[src/rtl/dscr_pkg.sv]
`timescale 1ns / 1ps
// ----------------------------------------------------------------------------
// dscr_pkg
// Shared types and constants of the debounced switch CAN status reporter.
// ----------------------------------------------------------------------------
package dscr_pkg;

  localparam int unsigned RawW   = 13;
  localparam int unsigned ElapsW = 16;
  localparam int unsigned TimeW  = 22;
  localparam int unsigned FailW  = 4;
  localparam int unsigned NodeW  = 3;
  localparam int unsigned IdW    = 5;
  localparam int unsigned AddrW  = 3;

  localparam logic [IdW-1:0]   FrameBaseId     = 5'h0A;
  localparam logic [TimeW-1:0] TimeMax         = {TimeW{1'b1}};
  localparam logic [FailW-1:0] FailMax         = {FailW{1'b1}};
  localparam logic [TimeW-1:0] ActivePeriodRst = 22'd200000;
  localparam logic [TimeW-1:0] ProbePeriodRst  = 22'd2000000;
  localparam logic [TimeW-1:0] DebounceRst     = 22'd50000;
  localparam logic [FailW-1:0] FailThreshRst   = 4'd3;

  typedef enum logic [AddrW-1:0] {
    REG_NODE_ADDR     = 3'd0,
    REG_ACTIVE_PERIOD = 3'd1,
    REG_PROBE_PERIOD  = 3'd2,
    REG_DEBOUNCE      = 3'd3,
    REG_FAIL_THRESH   = 3'd4
  } dscr_reg_e;

  typedef struct packed {
    logic [NodeW-1:0] node_address;
    logic [TimeW-1:0] active_period_us;
    logic [TimeW-1:0] probe_period_us;
    logic [TimeW-1:0] debounce_us;
    logic [FailW-1:0] fail_threshold;
  } dscr_cfg_t;

  typedef struct packed {
    logic              alert_rx_data;
    logic              alert_tx_success;
    logic              alert_tx_failed;
    logic              alert_recovered;
    logic              alert_bus_off;
    logic [ElapsW-1:0] elapsed_us;
    logic [RawW-1:0]   raw_switches;
  } dscr_item_t;

  typedef struct packed {
    logic            restart_controller;
    logic            start_recovery;
    logic            bus_is_off;
    logic            probing;
    logic [RawW-1:0] debounced_switches;
    logic [4:0]      data_high;
    logic [7:0]      data_low;
    logic [IdW-1:0]  frame_id;
    logic            send_frame;
  } dscr_res_t;

endpackage

[src/rtl/dscr_cfg.sv]
`timescale 1ns / 1ps
// ----------------------------------------------------------------------------
// dscr_cfg
// Configuration register file, written through a plain index/data port.
// ----------------------------------------------------------------------------
module dscr_cfg import dscr_pkg::*; (
  input  logic             clk_i,
  input  logic             rst_ni,
  input  logic             cfg_we_i,
  input  logic [AddrW-1:0] cfg_addr_i,
  input  logic [TimeW-1:0] cfg_wdata_i,
  output dscr_cfg_t        cfg_o
);

  dscr_cfg_t cfg_q, cfg_d;

  always_comb begin
    cfg_d = cfg_q;
    if (cfg_we_i) begin
      unique case (dscr_reg_e'(cfg_addr_i))
        REG_NODE_ADDR:     cfg_d.node_address     = cfg_wdata_i[NodeW-1:0];
        REG_ACTIVE_PERIOD: cfg_d.active_period_us = cfg_wdata_i;
        REG_PROBE_PERIOD:  cfg_d.probe_period_us  = cfg_wdata_i;
        REG_DEBOUNCE:      cfg_d.debounce_us      = cfg_wdata_i;
        REG_FAIL_THRESH:   cfg_d.fail_threshold   = cfg_wdata_i[FailW-1:0];
        default:           cfg_d = cfg_q;
      endcase
    end
  end

  always_ff @(posedge clk_i or negedge rst_ni) begin
    if (!rst_ni) begin
      cfg_q.node_address     <= '0;
      cfg_q.active_period_us <= ActivePeriodRst;
      cfg_q.probe_period_us  <= ProbePeriodRst;
      cfg_q.debounce_us      <= DebounceRst;
      cfg_q.fail_threshold   <= FailThreshRst;
    end else begin
      cfg_q <= cfg_d;
    end
  end

  assign cfg_o = cfg_q;

endmodule

[src/rtl/dscr_core.sv]
`timescale 1ns / 1ps
// ----------------------------------------------------------------------------
// dscr_core
// Poll step: debounce, transmit timer, mode tracking and bus-off handling.
// ----------------------------------------------------------------------------
module dscr_core import dscr_pkg::*; #(
  parameter int unsigned SWITCH_COUNT = 13
) (
  input  logic       clk_i,
  input  logic       rst_ni,
  input  logic       step_i,
  input  dscr_item_t item_i,
  input  dscr_cfg_t  cfg_i,
  output dscr_res_t  res_o
);

  localparam int unsigned SwW = (SWITCH_COUNT < RawW) ? SWITCH_COUNT : RawW;

  logic [SwW-1:0]   last_raw_q, last_raw_d;
  logic [SwW-1:0]   acc_q, acc_d;
  logic [TimeW-1:0] stable_q, stable_d;
  logic [TimeW-1:0] since_q, since_d;
  logic             probe_q, probe_d;
  logic [FailW-1:0] fail_q, fail_d;
  logic             bus_off_q, bus_off_d;
  logic             send, recover, restart;
  logic [RawW-1:0]  acc_word;

  always_comb begin
    logic [TimeW:0]   st_sum;
    logic [TimeW:0]   ss_sum;
    logic [SwW-1:0]   raw;
    logic [TimeW-1:0] period;
    logic [FailW-1:0] fail_inc;
    raw        = item_i.raw_switches[SwW-1:0];
    st_sum     = {1'b0, stable_q} + (TimeW+1)'(item_i.elapsed_us);
    ss_sum     = {1'b0, since_q} + (TimeW+1)'(item_i.elapsed_us);
    stable_d   = st_sum[TimeW] ? TimeMax : st_sum[TimeW-1:0];
    since_d    = ss_sum[TimeW] ? TimeMax : ss_sum[TimeW-1:0];
    last_raw_d = last_raw_q;
    acc_d      = acc_q;
    probe_d    = probe_q;
    fail_d     = fail_q;
    bus_off_d  = bus_off_q;
    send       = 1'b0;
    recover    = 1'b0;
    restart    = 1'b0;
    period     = cfg_i.active_period_us;
    fail_inc   = (fail_q == FailMax) ? FailMax : fail_q + 1'b1;
    if (item_i.alert_bus_off) begin
      bus_off_d = 1'b1;
      recover   = 1'b1;
    end else begin
      if (item_i.alert_recovered) begin
        restart   = 1'b1;
        bus_off_d = 1'b0;
        fail_d    = '0;
        probe_d   = 1'b1;
      end
      if (item_i.alert_tx_failed && !probe_d) begin
        fail_inc = (fail_d == FailMax) ? FailMax : fail_d + 1'b1;
        fail_d   = fail_inc;
        if (fail_inc >= cfg_i.fail_threshold) probe_d = 1'b1;
      end
      if (item_i.alert_tx_success) begin
        probe_d = 1'b0;
        fail_d  = '0;
      end
      if (item_i.alert_rx_data && probe_d) begin
        probe_d = 1'b0;
        fail_d  = '0;
      end
      if (raw != last_raw_q) begin
        last_raw_d = raw;
        stable_d   = '0;
      end
      if (stable_d >= cfg_i.debounce_us) acc_d = last_raw_d;
      period = probe_d ? cfg_i.probe_period_us : cfg_i.active_period_us;
      if (!bus_off_d && since_d >= period) begin
        send    = 1'b1;
        since_d = '0;
      end
    end
  end

  always_ff @(posedge clk_i or negedge rst_ni) begin
    if (!rst_ni) begin
      last_raw_q <= '0;
      acc_q      <= '0;
      stable_q   <= '0;
      since_q    <= TimeMax;
      probe_q    <= 1'b0;
      fail_q     <= '0;
      bus_off_q  <= 1'b0;
    end else if (step_i) begin
      last_raw_q <= last_raw_d;
      acc_q      <= acc_d;
      stable_q   <= stable_d;
      since_q    <= since_d;
      probe_q    <= probe_d;
      fail_q     <= fail_d;
      bus_off_q  <= bus_off_d;
    end
  end

  assign acc_word = RawW'(acc_d);

  always_comb begin
    res_o.send_frame         = send;
    res_o.frame_id           = FrameBaseId + IdW'(cfg_i.node_address);
    res_o.data_low           = acc_word[7:0];
    res_o.data_high          = acc_word[12:8];
    res_o.debounced_switches = acc_word;
    res_o.probing            = probe_d;
    res_o.bus_is_off         = bus_off_d;
    res_o.start_recovery     = recover;
    res_o.restart_controller = restart;
  end

endmodule

[src/rtl/debounced_switch_can_reporter_unit.sv]
`timescale 1ns / 1ps
// ----------------------------------------------------------------------------
// debounced_switch_can_reporter_unit
// Debounced switch status reporter with CAN transmit-mode tracking.
// ----------------------------------------------------------------------------
// dataflow: an accepted request is held in the input register, then the step
//   output is captured in the result register once the output side can take it
// throughput: one request per cycle while m_axis_tready does not stall the output
// reset: asynchronous active low; clears mode state, sets the transmit timer
//   to its maximum so the first eligible poll sends, loads register defaults
module debounced_switch_can_reporter_unit import dscr_pkg::*; #(
  parameter int unsigned SWITCH_COUNT = 13
) (
  input  logic             clk_i,
  input  logic             rst_ni,
  input  logic             s_axis_tvalid,
  output logic             s_axis_tready,
  // raw_switches, elapsed_us, alert_bus_off, alert_recovered, alert_tx_failed,
  // alert_tx_success, alert_rx_data, zero fill
  input  logic [39:0]      s_axis_tdata,
  output logic             m_axis_tvalid,
  input  logic             m_axis_tready,
  // send_frame, frame_id, data_low, data_high, debounced_switches, probing,
  // bus_is_off, start_recovery, restart_controller, zero fill
  output logic [39:0]      m_axis_tdata,
  input  logic             cfg_we_i,
  input  logic [AddrW-1:0] cfg_addr_i,
  input  logic [TimeW-1:0] cfg_wdata_i
);

  localparam int unsigned ItemW = $bits(dscr_item_t);
  localparam int unsigned ResW  = $bits(dscr_res_t);

  dscr_cfg_t  cfg;
  dscr_item_t item_q;
  dscr_res_t  res, res_q;
  logic       in_valid_q, out_valid_q;
  logic       advance, s_accept;

  dscr_cfg u_cfg (
    .clk_i       (clk_i),
    .rst_ni      (rst_ni),
    .cfg_we_i    (cfg_we_i),
    .cfg_addr_i  (cfg_addr_i),
    .cfg_wdata_i (cfg_wdata_i),
    .cfg_o       (cfg)
  );

  dscr_core #(
    .SWITCH_COUNT (SWITCH_COUNT)
  ) u_core (
    .clk_i  (clk_i),
    .rst_ni (rst_ni),
    .step_i (advance),
    .item_i (item_q),
    .cfg_i  (cfg),
    .res_o  (res)
  );

  assign advance       = in_valid_q && (!out_valid_q || m_axis_tready);
  assign s_axis_tready = !in_valid_q || advance;
  assign s_accept      = s_axis_tvalid && s_axis_tready;

  always_ff @(posedge clk_i or negedge rst_ni) begin
    if (!rst_ni) begin
      in_valid_q  <= 1'b0;
      out_valid_q <= 1'b0;
    end else begin
      if (s_axis_tready) in_valid_q <= s_axis_tvalid;
      if (advance) begin
        out_valid_q <= 1'b1;
      end else if (m_axis_tready) begin
        out_valid_q <= 1'b0;
      end
    end
  end

  always_ff @(posedge clk_i) begin
    if (s_accept) item_q <= dscr_item_t'(s_axis_tdata[ItemW-1:0]);
    if (advance)  res_q  <= res;
  end

  assign m_axis_tvalid = out_valid_q;
  assign m_axis_tdata  = {{(40-ResW){1'b0}}, res_q};

`ifndef SYNTH
  a_send_not_bus_off : assert property (@(posedge clk_i) disable iff (!rst_ni)
    m_axis_tvalid && res_q.send_frame |-> !res_q.bus_is_off)
    else $error("frame requested while bus-off");

  a_recovery_bus_off : assert property (@(posedge clk_i) disable iff (!rst_ni)
    m_axis_tvalid && res_q.start_recovery |-> res_q.bus_is_off && !res_q.send_frame)
    else $error("recovery requested without bus-off");

  a_restart_excl : assert property (@(posedge clk_i) disable iff (!rst_ni)
    m_axis_tvalid && res_q.restart_controller |-> !res_q.start_recovery)
    else $error("restart and recovery in one poll");

  a_no_overwrite : assert property (@(posedge clk_i) disable iff (!rst_ni)
    s_accept && in_valid_q |-> advance)
    else $error("input register overwritten before step");
`endif

endmodule
[config.mk]
export PLATFORM = sky130hd
export DESIGN_NAME = debounced_switch_can_reporter_unit
export DESIGN_NICKNAME = d
export VERILOG_FILES = /design/src/rtl/dscr_pkg.sv /design/src/rtl/dscr_cfg.sv /design/src/rtl/dscr_core.sv /design/src/rtl/debounced_switch_can_reporter_unit.sv
export SDC_FILE = /design/constraint.sdc
export NUM_CORES = 1
export LEC_CHECK = 0
export BUFFER_PORTS_ARGS = -buffer_cell sky130_fd_sc_hd__buf_2
export CAP_MARGIN = 10
export CORE_MARGIN = 5
export CORE_UTILIZATION = 62
export CTS_BUF_LIST = sky130_fd_sc_hd__clkbuf_8
export DETAILED_ROUTE_END_ITERATION = 8
export GPL_TIMING_DRIVEN = 0
export MAX_ROUTING_LAYER = met4
export PLACE_DENSITY = 0.81
export SLEW_MARGIN = 5
export SYNTH_ARGS = -nofsm -noshare
export SYNTH_HDL_FRONTEND = slang
export SYNTH_HIERARCHICAL = 1
export SYNTH_SLANG_ARGS = --single-unit
[constraint.sdc]
create_clock -name clk_i -period 5 [get_ports clk_i]
set_input_delay 0.25 -clock clk_i [delete_from_list [all_inputs] [get_ports clk_i]]
set_output_delay 0.25 -clock clk_i [all_outputs]
set_load 0.01 [all_outputs]
==> results of run 1 <==
[per-layer routing]
| metal | vias to the layer above | global-route usage [%] |
|---|---|---|
| li1 | 4384 | - |
| met5 | - | - |
| met2 | 305 | 46.3 |
| met3 | 70 | 4.64 |
| met1 | 4565 | 35.2 |
| met4 | 0 | 10.8 |
[registers in the layout (all words and copies together) (netlist names)]
| name | count |
|---|---|
| u_core/since_q | 22 |
| item_q | 34 |
| m_axis_tdata | 36 |
| m_axis_tvalid | 1 |
| u_core/probe_q | 1 |
| u_core/stable_q | 22 |
| u_core/bus_off_q | 1 |
| u_core/acc_q | 13 |
| u_core/fail_q | 4 |
| u_core/last_raw_q | 13 |
| u_cfg/cfg_o | 73 |
| in_valid_q | 1 |
[stage by stage]
stage | TNS [ns] | area (sq um) | utilization, %
floorplan | 0 | 12400 | -
CTS | 0 | 14600 | 74.8
global route | 0 | 14700 | 75.3
detailed placement | -1.41 | 13300 | 68.0
finish | 0 | 14700 | 75.3
global placement | -1.53 | 13200 | 67.7
[how the worst max path moves through the flow]
stage	start	endpoint	slack (ns)	cells past startpoint
after floorplan	item_q[22]	m_axis_tdata[24]	0.71	19
after global routing	item_q[13]	m_axis_tdata[29]	0.01	18
final	item_q[13]	m_axis_tdata[27]	0.15	20
after detailed placement	item_q[30]	u_core/since_q[17]	-0.24	21
after CTS	item_q[13]	m_axis_tdata[24]	0.03	18
after global placement	item_q[30]	u_core/since_q[17]	-0.24	21
[worst reg2reg max path, stage by stage (launching register included)]
cell	delay, ns
edfxtp_1	0.41
ha_2	0.21
inv_1	0.05
fa_1	0.39
nand2b_4	0.17
a21o_1	0.23
a2111oi_4	0.41
o31a_4	0.21
and2_4	0.21
nor2_2	0.08
nor2_1	0.13
ha_1	0.26
a21o_1	0.19
a21o_1	0.18
a221o_1	0.34
a31oi_1	0.17
o221ai_1	0.19
nor2b_4	0.17
buf_6	0.15
mux2_4	0.31
buf_4	0.13
[synth_stat cells, types with 4 or more instances]
cell type,number
ha_1,81
a21oi_1,69
nand2_1,103
o2bb2ai_1,18
nand4_1,20
o21ai_1,6
nor3_1,4
a21o_1,18
nor2b_1,13
and2_4,4
o221ai_1,4
a31o_2,11
and3_1,5
edfxtp_1,70
a22o_1,5
mux2_1,44
xnor2_1,29
and2_1,5
mux2_2,56
o31ai_1,6
o22ai_1,5
nand3_1,13
o21ai_0,28
buf_4,26
inv_1,55
xor2_1,14
or3_1,4
clkbuf_1,24
mux2i_1,25
nand2b_1,15
nor2_1,53
o21bai_1,6
dfrtp_1,108
buf_2,9
buf_6,5
o31a_1,4
o211ai_1,6
nor2_4,5
o21a_1,7
dfstp_2,43
[power breakdown]
group	internal, mW	total [mW]	switching, mW	leakage [nW]
clock network	0.938	1.67	0.730	0.460
logic	1.17	2.81	1.64	3.79
registers	2.33	2.57	0.239	2.49
total	4.44	7.05	2.61	6.74
[cell families (layout without fill, tap and decap cells)]
family | count (synthesis) | count (layout) | share of synthesized area, %
AND/OR/NAND/NOR | 266 | 266 | 11.0
AO/OA/AOI/OAI | 233 | 233 | 13.3
flip-flops | 221 | 221 | 48.0
multiplexers | 125 | 125 | 11.1
buffers and inverters | 122 | 354 | 5.03
adder cells (fa/ha/maj) | 83 | 83 | 8.51
XOR/XNOR | 43 | 43 | 3.04
other | 1 | 5 | 0.0303
[final cells by class]
type | instances | area, sq um | share of cell area (%)
Antenna cell | 1 | 2.50 | 0.0170
Buffer | 64 | 403 | 2.74
Clock buffer | 46 | 633 | 4.31
Clock inverter | 22 | 145 | 0.987
Inverter | 56 | 210 | 1.43
Multi-Input combinational cell | 754 | 5870 | 39.9
Sequential cell | 221 | 5930 | 40.4
Tap cell | 265 | 332 | 2.25
Timing Repair Buffer | 166 | 1170 | 7.98
[what timing repair did]
item / in CTS / in global routing
hold buffers: 55 / 0
endpoints found under the hold margin: 132 / 0
pin swaps: 0 / 8
gates resized for setup: 2 / 13
buffers inserted: 0 / 8
setup endpoints to repair: 12 / 53
gates cloned: 0 / 0
[placed cells by master (no fill, tap or decap), drive strengths merged, types with 15 or more instances in the layout]
master	count
buf	149
dfrtp	108
nand2	105
mux2	100
ha	81
inv	74
a21oi	72
clkbuf	72
edfxtp	70
nor2	59
dlygate4sd3	55
dfstp	43
o21ai	34
xnor2	29
mux2i	25
nand4	20
a21o	18
o2bb2ai	18
nand2b	15
==> metrics.md, run 1 <==
| Metric | Value |
|---|---|
| Post-DRT Antenna Nets | `0` |
| Non-filler instance count after layout | `1595` |
| Predominant post-synthesis flop cell | `dfrtp_1` |
| Met3 wire len | `1.72 mm` |
| Worst VDD drop | `309 uV` |
| Total power | `7.05 mW` |
| Max H-tree Level | `2` |
| Die height | `151 microns` |
| Placed Cells | `roughly 1500` |
| Num Clock Sinks | `~220` |
| Register-to-register setup slack | `0.15 ns` |
| Critical Path Source Type | `flip-flop` |
| Synth Warn # | `6` |
| Final setup violation count | `0` |
| 1st-iter DRT viols | `600` |
| Placement Setup Slack | `-0.241 ns` |
| CP dominant cell by count | `a21o_1` |
| Avg WL per Cell | `19.4 microns` |
| Placeable Area | `between 0.015 and 0.02 sq mm` |
| Slew Limit Fails | `0` |
| Reg2reg path depth | `20` |
| Clock buffer count from CTS | `38` |
| Largest net degree at the start of global routing | `between 100 and 150` |
| Area Growth Syn to Fin | `18.8%` |
| EDFF count, synth | `70` |
| Clock-pin slew on the worst setup and hold paths | `0.06 ns` |
| Critical Path End Type | `flip-flop` |
| Yosys reg bits | `roughly 220` |
| Avg Cell Area, Syn | `11.3 sq um` |
| RR Endpoint | `m_axis_tdata[27]` |
| Die width | `about 150 microns` |
| Max Fclk | `around 200 MHz` |
| Antenna violations before repair | `1` |
| CP peak stage delay | `just over 0.4 ns` |
| Initial core utilization | `between 60% and 70%` |
| Crit path buffers/inverters | `3` |
| Hold path startpoint | `cfg_wdata_i[0]` |
| DR vias/cell | `around 6` |
| Vias in the first global route | `9467` |
| R2R Path Start | `item_q[13]` |
| Maximum capacitance violations | `0` |
| Sequential area share after synthesis | `a little under half` |
| Hold Path Class | `primary input to flip-flop` |
| Synth top area cells | `dfrtp_1, edfxtp_1, dfstp_2` |
| Worst slew margin | `between 50 and 60%` |
| Status | `complete, no violations` |
| Root buffer cell | `clkbuf_8` |
| WS Path Type | `flip-flop to flip-flop` |
| Vias | `9324` |
| Row Count | `just over 50` |
| Tmin final | `4.85 ns` |
| GR Overflow Total | `0` |
| LEAKAGE | `6.74 nW` |
| Post-synth top area cell | `dfrtp_1` |
| # DRC | `0` |
| Post-layout nets | `1454` |
| Share of layout cells above drive strength 1 | `between 20% and 30%` |
| Worst hold stages | `2` |
| WL final | `31.0 mm` |
| WP data required | `5.28 ns` |
| First-pass GRT wire length | `48.6 mm` |
| Mapped Cells | `1094` |
| Hold EP | `u_cfg/cfg_o[48]` |
| Total track usage | `28.2%` |
| Clock Tree Buf Depth | `3` |
| DRT Pass-1 Iters | `5` |
| Power Density | `479 mW/mm^2` |
| Worst path cell trace | `ha_2, inv_1, fa_1, nand2b_4, a21o_1, a2111oi_4, o31a_4, and2_4, nor2_2, nor2_1, ha_1, a21o_1, a21o_1, a221o_1, a31oi_1, o221ai_1, nor2b_4, buf_6, mux2_4, buf_4` |
| Largest fanout on the critical path | `10` |
| Area share of the largest cell type after synthesis | `21.8%` |
| Final hold violations | `0` |
| CTS tree | `done` |
| Met1 wire length | `12.9 mm` |
| Post-route setup slack | `0.149 ns` |
| Worst path top cell family by delay | `compound AO/OA/AOI/OAI gates` |
| Met2 WL | `15.4 mm` |
| Hpwl dp | `21.6 mm` |
| Critical-path top delay cell | `edfxtp_1` |
| Synthesized cell area | `0.0124 sq mm` |
| Top routing layer in use | `met4` |
| Hold WS | `0.0262 ns` |
| # fillers | `1336` |
| Final setup skew | `0.0137 ns` |
| Worst Path Arrival | `around 5.1 ns` |
| RSZ-0062 raised after global routing | `no` |
| Yosys cell types | `84` |
| Ys async rst share | `68.3%` |
| Port bufs | `101` |
| Fin crit share | `between 90% and 100%` |
| Full die area | `about 0.023 sq mm` |
| RD Place Congestion | `0.913` |
| I/O pin count | `112` |
| Worst-margin pin slew | `0.718 ns` |
| Clk_lat worst skew | `0.53 ns` |
(Power assumes the default switching activity.)
==> run 2, diff against run 1 <==
- CELL_PAD_IN_SITES_DETAIL_PLACEMENT: unset -> 1
- CELL_PAD_IN_SITES_GLOBAL_PLACEMENT: unset -> 1
- CORE_UTILIZATION: 62 -> 50
==> metrics.md, run 2 (synthesis gave the netlist of run 1 again) <==
| Metric | Value |
|---|---|
| CTS tree | `done` |
| Reg2reg path depth | `21` |
| # DRC | `0` |
| Share of layout cells above drive strength 1 | `between 20% and 30%` |
| Utilization after layout | `between 60% and 70%` |
| Worst-margin pin slew | `about 0.95 ns` |
| Worst path cell trace | `ha_2, inv_1, fa_2, nand2b_4, a21o_1, a2111oi_4, o31a_4, and2_4, buf_6, nor2_2, nor2_1, ha_1, a21o_1, a21o_1, a221o_1, a31oi_2, o221ai_2, nor2b_4, buf_6, mux2_1, buf_4` |
| Worst slew margin | `a little over a third` |
| 1st-iter DRT viols | `539` |
| DRT Pass-1 Iters | `5` |
| Tmin final | `4.89 ns` |
| Full die area | `0.0280 sq mm` |
| Placeable Area | `0.0243 sq mm` |
| CP dominant cell by count | `a21o_1` |
| Post-route setup slack | `0.108 ns` |
| Fin crit share | `97.8%` |
| LEAKAGE | `6.74 nW` |
| Crit path buffers/inverters | `4` |
| Worst VDD drop | `a little under 300 uV` |
| Most used routing layer | `met2` |
| Slew Limit Fails | `0` |
| Critical-path top delay cell | `edfxtp_1` |
| Multi-input logic area | `0.00590 sq mm` |
| Hpwl dp | `25.2 mm` |
| WP data required | `around 5.3 ns` |
| Worst hold stages | `3` |
| Final setup violation count | `0` |
| Largest net degree at the start of global routing | `113` |
| Vias in the first global route | `10700` |
| Levels on crit path | `21` |
| Hold Path Class | `primary input to flip-flop` |
| Post-layout nets | `1458` |
| Placement Setup Slack | `-0.488 ns` |
| Critical Path Source Type | `flip-flop` |
| Die height | `~170 microns` |
| Area Growth Syn to Fin | `20.0%` |
| Met3 GRT Util | `3.91%` |
| Total power | `between 7 and 8 mW` |
| Worst path top cell family by delay | `compound AO/OA/AOI/OAI gates` |
| Final setup skew | `0.0205 ns` |
| Power Density | `between 400 and 500 mW/mm^2` |
| Critical Path End Type | `flip-flop` |
| WL final | `37.9 mm` |
| I/O pin count | `approximately 110` |
| Antenna violations before repair | `1` |
| Largest fanout on the critical path | `10` |
| Post-DRT Antenna Nets | `0` |
| GR Layer Usage met1 | `33.4%` |
| Initial core utilization | `50.9%` |
| First-pass GRT wire length | `59.5 mm` |
| Worst Path Arrival | `5.19 ns` |
| WS Path Type | `flip-flop to flip-flop` |
| RD Place Congestion | `0.897` |
| Total track usage | `27.4%` |
| Clk_lat worst skew | `0.55 ns` |
| Row Count | `57` |
| Max Fclk | `204 MHz` |
| Grt met2 use | `46.8%` |
| Clock Tree Buf Depth | `3` |
| Final hold violations | `0` |
| GR Overflow Total | `0` |
| DR vias/cell | `5.84` |
| Avg WL per Cell | `22.9 microns` |
| Register area | `slightly below 0.006 sq mm` |
| Root buffer cell | `clkbuf_8` |
| Most frequent cells in the layout | `dfrtp_1, buf_2, nand2_1, ha_1, edfxtp_1` |
| Largest register FFs | `73` |
| Status | `complete, no violations` |
| Num Clock Sinks | `roughly 220` |
| Port bufs | `just over 100` |
| Die width | `167 microns` |
| Clock buffer count from CTS | `40` |
| Clock-pin slew on the worst setup and hold paths | `0.06 ns` |
| CP peak stage delay | `0.43 ns` |
| Area after DPL | `~0.013 sq mm` |
| Maximum capacitance violations | `0` |
| Post-route cell area | `0.0148 sq mm` |
| Max H-tree Level | `2` |
| # fillers | `roughly 2500` |
| Vias | `9687` |
run 2: timing repair:
item                       CTS  global route
setup buffers                3             8
resized for setup            6            19
hold buffers                53             0
setup endpoints to repair   29            47
hold endpoints to repair   115             0
pin swaps                    0             5
run 2: worst paths after layout:
check                                      from             endpoint  slack (ns)
worst max-delay path                 item_q[13]     m_axis_tdata[26]        0.11
worst min-delay path              m_axis_tready        m_axis_tvalid        0.02
worst max register to register       item_q[13]     m_axis_tdata[26]        0.11
worst min register to register  u_cfg/cfg_o[40]      u_cfg/cfg_o[40]        0.49
max in group asynchronous                rst_ni  u_core/stable_q[18]        3.97
min in group asynchronous                rst_ni      u_cfg/cfg_o[70]        0.17
run 2: cell type report:
class	count	area share, %
Buffer	65	2.81
Clock buffer	44	4.08
Sequential cell	221	40.0
Clock inverter	26	1.28
Multi-Input combinational cell	754	39.8
Timing Repair Buffer	167	7.92
Inverter	56	1.42
Tap cell	324	2.73
Antenna cell	1	0.0169
run 2: tightest hold or removal path: cells and delay by family:
family / cells / cell delay, ns
and+or+nand+nor: 2 / 0.18
buffers and inverters: 1 / 0.09
run 2: per-stage QoR:
step	std cells	hold WS [ns]	TNS [ns]
6_report	1658	0.0182	0
5_1_grt	1658	0.00212	-0.321
4_1_cts	1650	0.00715	0
3_5_place_dp	1524	0.157	-5.52
3_3_place_gp	1522	0.427	-3.05
2_1_floorplan	1097	-0.0456	0
run 2: power breakdown:
group          internal [mW]  total [mW]  switching (mW)
clock network          0.965        1.75           0.787
logic                   1.19        2.96            1.77
registers               2.33        2.61           0.280
run 2: routing by layer:
| metal | wire length, microns | vias to the layer above | part of all wire [%] |
|---|---|---|---|
| met1 | 15500 | 4920 | 41 |
| met2 | 19500 | 283 | 51 |
| li1 | - | 4384 | - |
| met3 | 1550 | 100 | 4.1 |
| met5 | 0 | - | 0 |
| met4 | 1390 | 0 | 3.7 |
